===== config.mk =====
export PLATFORM = sky130hd
export DESIGN_NAME = sae_cell
export DESIGN_NICKNAME = d
export VERILOG_FILES = /design/src/design/sae_pkg.sv /design/src/design/sae_cell.sv
export SDC_FILE = /design/constraint.sdc
export NUM_CORES = 1
export LEC_CHECK = 0
export BUFFER_PORTS_ARGS = -buffer_cell sky130_fd_sc_hd__buf_2
export CORE_MARGIN = 2
export CORE_UTILIZATION = 48
export CTS_BUF_LIST = sky130_fd_sc_hd__clkbuf_8
export DETAILED_ROUTE_END_ITERATION = 8
export PLACE_DENSITY = 0.95
export SLEW_MARGIN = 25
export SYNTH_ARGS = -nofsm -noshare
export SYNTH_HDL_FRONTEND = slang
export SYNTH_SLANG_ARGS = --single-unit

===== constraint.sdc =====
create_clock -name clk -period 17.21 [get_ports clk]
set_input_delay 2.5815 -clock clk [delete_from_list [all_inputs] [get_ports clk]]
set_output_delay 2.5815 -clock clk [all_outputs]
set_load 0.005 [all_outputs]

===== src/design/sae_pkg.sv =====
// ----------------------------------------------------------------------------
// sae_pkg
// Sizes, codes, cell command type and index helpers for the edit engine.
// ----------------------------------------------------------------------------
package sae_pkg;

  localparam int CAPACITY      = 64;
  localparam int ELEMENT_WIDTH = 32;
  localparam int IDX_W         = $clog2(CAPACITY);
  localparam int CNT_W         = $clog2(CAPACITY + 1);
  localparam int NRM_W         = ((CNT_W > 8) ? CNT_W : 8) + 1;

  // stream packing
  localparam int IN_TDATA_W  = 56;
  localparam int OUT_POS_LSB = ELEMENT_WIDTH;
  localparam int OUT_CNT_LSB = ELEMENT_WIDTH + IDX_W;
  localparam int OUT_TDATA_W = ((ELEMENT_WIDTH + IDX_W + CNT_W + 7) / 8) * 8;

  // operations
  localparam logic [3:0] OP_WRITE      = 4'd0;
  localparam logic [3:0] OP_COPY       = 4'd1;
  localparam logic [3:0] OP_INSERT_VAL = 4'd2;
  localparam logic [3:0] OP_INSERT_CPY = 4'd3;
  localparam logic [3:0] OP_ERASE      = 4'd4;
  localparam logic [3:0] OP_MINSIZE    = 4'd5;
  localparam logic [3:0] OP_RESIZE     = 4'd6;
  localparam logic [3:0] OP_MAXSIZE    = 4'd7;
  localparam logic [3:0] OP_CLEAR      = 4'd8;
  localparam logic [3:0] OP_READ       = 4'd9;

  // result status
  localparam logic [1:0] ST_OK    = 2'd0;
  localparam logic [1:0] ST_SKIP  = 2'd1;
  localparam logic [1:0] ST_OVF   = 2'd2;
  localparam logic [1:0] ST_EMPTY = 2'd3;

  // cell commands
  localparam logic [2:0] CELL_NOP    = 3'd0;
  localparam logic [2:0] CELL_WRITE  = 3'd1;
  localparam logic [2:0] CELL_INSERT = 3'd2;
  localparam logic [2:0] CELL_ERASE  = 3'd3;
  localparam logic [2:0] CELL_FILL   = 3'd4;
  localparam logic [2:0] CELL_ROTATE = 3'd5;

  typedef struct packed {
    logic [2:0]               code;
    logic [CNT_W-1:0]         pos;
    logic [CNT_W-1:0]         lo;
    logic [CNT_W-1:0]         hi;
    logic [ELEMENT_WIDTH-1:0] data;
    logic [ELEMENT_WIDTH-1:0] head;
  } cell_cmd_t;

  typedef struct packed {
    logic             ok;
    logic [CNT_W-1:0] pos;
  } norm_t;

  // Wrap a negative index by the count, then range check:
  // pos < count for a reference, pos <= count for an insert point.
  function automatic norm_t norm_index(input logic signed [7:0] idx,
                                       input logic [CNT_W-1:0] count,
                                       input logic insert);
    logic signed [NRM_W-1:0] w;
    logic signed [NRM_W-1:0] n;
    norm_t r;
    w = {{(NRM_W-8){idx[7]}}, idx};
    n = {{(NRM_W-CNT_W){1'b0}}, count};
    if (w < 0) w = w + n;
    r.ok  = (w >= 0) && (insert ? (w <= n) : (w < n));
    r.pos = w[CNT_W-1:0];
    return r;
  endfunction

endpackage


===== src/design/sae_cell.sv =====
// ----------------------------------------------------------------------------
// sae_cell
// One element slot of the array; shifts, writes, fills and rotates on command.
// ----------------------------------------------------------------------------
module sae_cell (
  input  logic                              clk,
  input  logic [sae_pkg::IDX_W-1:0]         idx,
  input  sae_pkg::cell_cmd_t                cmd,
  input  logic [sae_pkg::ELEMENT_WIDTH-1:0] left,
  input  logic [sae_pkg::ELEMENT_WIDTH-1:0] right,
  output logic [sae_pkg::ELEMENT_WIDTH-1:0] value
);

  logic [sae_pkg::CNT_W-1:0] idx_c;
  logic [sae_pkg::CNT_W-1:0] idx_p1;

  assign idx_c  = sae_pkg::CNT_W'(idx);
  assign idx_p1 = idx_c + 1'b1;

  always_ff @(posedge clk) begin
    unique case (cmd.code)
      sae_pkg::CELL_NOP: begin
      end
      sae_pkg::CELL_WRITE: begin
        if (idx_c == cmd.pos) value <= cmd.data;
      end
      sae_pkg::CELL_INSERT: begin
        if (idx_c == cmd.pos) value <= cmd.data;
        else if (idx_c > cmd.pos) value <= left;
      end
      sae_pkg::CELL_ERASE: begin
        if (idx_c >= cmd.pos) value <= right;
      end
      sae_pkg::CELL_FILL: begin
        if (idx_c >= cmd.lo && idx_c < cmd.hi) value <= cmd.data;
      end
      sae_pkg::CELL_ROTATE: begin
        // live part of the row turns left by one, head wraps to the end
        if (idx_p1 == cmd.hi) value <= cmd.head;
        else if (idx_p1 < cmd.hi) value <= right;
      end
      default: begin
      end
    endcase
  end

endmodule


==> flow_summary.ini <==
[placed_design]
place_ws_ns = 12.10
globalplace.congestion = 0.858
io_buffers = 190
hpwl_um = 6800

[global_route]
grt_max_degree = 33
track_usage = 0.243
first_global_vias = 2934
antenna_found_initial = 0
grt_remaining_overflow = 0
grt_pass1_wl_um = 12600

[floorplanning]
fp.dieH_um = 82.5
initial_core_util = 0.499
io_pins = 191
num_rows = 28
die_w_um = 82.5
core-area_um2 = 5920
dieArea_um2 = 6800

[route]
dr_total_vias = 2993
wl_per_cell_um = 16.0
drt_iter0_drc = 117
viasPerCell = 5.52
routed_wl_um = 8670
final_antenna_net_count = 0
drt-pass1-iter-count = 4
drc = 0

[clocking]
cts.path.max_buffers = 2
cts-root-buf = clkbuf_8
htreeDepth = 2
cts_buffers = 5
clkSlewWorstSetupHoldPaths_ns = 0.07
cts_sinks = 32
cts_tree = built
post_cts_buffers = 0
holdBufCountCts = 0
post_cts_resized = 0

[finish]
n_fill_cell = 450
syn2layout_area_growth_pct = 36.7
top_regs = value x32
max_flop_register = value
nNetsFinal = 651
diodes = 0
largest_reg_flops = 32
drive_gt1_frac = 0.516

[yosys]
syn_area_um2 = 2960
synth_seq_cells = 32
avgSynthCellArea_um2 = 10.6
seq_area_frac_synth = 0.325
synth_cell_types = 42
ys.flop_type = edfxtp_1
synth_edf_count = 32
synth_nets = 465
synth_cells = 280
yosys_warnings = 0
postSynth.asyncResetShare = 0

[setup_path]
path_class = in2reg
end_kind = flip-flop
cp.arrival_ns = 4.96
cp_max_fo = 32
setup.worst_path.start_class = input pin
crit_required_ns = 17.33

[sta]
max-slew-margin-rel = 0.318
setup_viol = 0
layout_min_cycle_time_ns = 4.84
tns_ns = 0
worstMarginPinSlew_ns = 1.02
fin_crit_sh = 0.281
fmax_ghz = 0.206
rsz0062_at_grt = no
drv_slew = 0
layout_setup_ws_ns = 12.37
hold_violations = 0

[hold_path]
min_to = value[27]$_DFFE_PP_
whs_path_depth = 3
hp-class = in2reg
worstHoldStart = right[27]

[status]
status = finished clean

[power_and_ir_drop]
pwr-share-clk = 0.273
switching_share = 0.280
powerDensity_nw_per_um2 = 62.4
p_comb_frac = 0.315
intPower_mw = 0.182
seqPwrFrac = 0.412
peakVddDrop_mv = 0.0369
switchingPower_mw = 0.0706
power_mw = 0.252
p_leak_nw = 1.89

[flow_run]
maxCapViolCount = 0
[cell usage after synthesis (2+ instances only)]
library cell	instances	area share
a211oi_1	3	0.0076
a21oi_1	7	0.012
a22oi_1	32	0.081
buf_2	3	0.0051
buf_4	6	0.015
buf_6	3	0.011
clkbuf_4	3	0.0076
edfxtp_1	32	0.33
ha_1	26	0.11
inv_1	18	0.023
mux2i_1	32	0.11
nand2_1	34	0.043
nand2b_1	3	0.0063
nand3_1	7	0.012
nand3b_1	2	0.0051
nor2_1	7	0.0089
nor2_4	2	0.0076
nor3_1	2	0.0034
o211ai_1	2	0.0051
o211ai_2	30	0.13
o21ai_0	3	0.0051
xnor2_1	2	0.0059
xor2_1	2	0.0059
[placed cells by master, fill, tap and decap left out, types with 5 or more instances in the layout]
| master | instances |
|---|---|
| mux2i_1 | 32 |
| nand3_1 | 7 |
| nor2_1 | 7 |
| o211ai_2 | 30 |
| a21oi_1 | 7 |
| nand2_1 | 34 |
| a22oi_1 | 32 |
| clkbuf_8 | 5 |
| inv_1 | 18 |
| edfxtp_1 | 32 |
| buf_2 | 190 |
| ha_1 | 26 |
[routing by layer]
layer  wire length [µm]  part of all wire  vias up  track usage
met5                  0                 0        -            0
met4                171             0.020        0       0.0867
met3                661             0.076       21       0.0554
met2               4560              0.53      144        0.464
met1               3280              0.38     1366        0.257
li1                   -                 -     1462            -
[cell families after synthesis]
logic type                 Yosys count  share of synthesized area
xor gates and xnor gates             4                     0.0119
buffers and inverters               33                     0.0622
DFF                                 32                      0.325
AOI/OAI and AO/OA                   84                      0.258
muxes                               32                      0.108
adders and majority gates           26                      0.110
and+or+nand+nor                     69                      0.125
[metrics by stage]
stage	hold slack, ns	utilization	instances	cell area [µm²]
after floorplan	2.79	-	280	2960
after global placement	2.87	0.661	533	3920
after detailed placement	2.88	0.665	534	3940
after CTS	2.58	0.683	542	4040
after global routing	2.59	0.683	542	4040
final	2.59	0.683	542	4040
[power by group through the flow]
stage	clock [mW]	sequential, mW	combinational [mW]
2_1_floorplan	0	0.108	0.0369
3_3_place_gp	0	0.105	0.0759
3_5_place_dp	0	0.106	0.0794
4_1_cts	0.0700	0.104	0.0797
5_1_grt	0.0736	0.105	0.0880
6_report	0.0689	0.104	0.0795
[cell type report]
cell class	count	area, µm²	share of cell area
repair buffers	194	993	0.246
clock buffers	5	68.8	0.0170
clock inverters	3	37.5	0.00929
inverters	18	67.6	0.0167
multi-input cells	215	1820	0.450
well taps	75	93.8	0.0232
flip-flops and latches	32	961	0.238
[how the worst max path moves through the flow]
stage / from / endpoint / slack [ns]
finish: idx[1] / value[25]$_DFFE_PP_ / 12.37
global route: idx[1] / value[3]$_DFFE_PP_ / 12.24
CTS: idx[1] / value[25]$_DFFE_PP_ / 12.39
detailed placement: idx[1] / value[22]$_DFFE_PP_ / 12.10
global placement: idx[1] / value[21]$_DFFE_PP_ / 12.23
floorplan: idx[0] / value[0]$_DFFE_PP_ / 9.71
[worst max-delay path: stages]
cell      delay (ns)
buf_2           0.13
ha_1            0.23
nand3_1         0.14
xnor2_1         0.15
ha_1            0.31
nand4_2         0.14
or2_4           0.28
nor2_4          0.63
a22oi_1         0.26
o211ai_2        0.10
No activity file was read; power rests on OpenSTA's default activity.
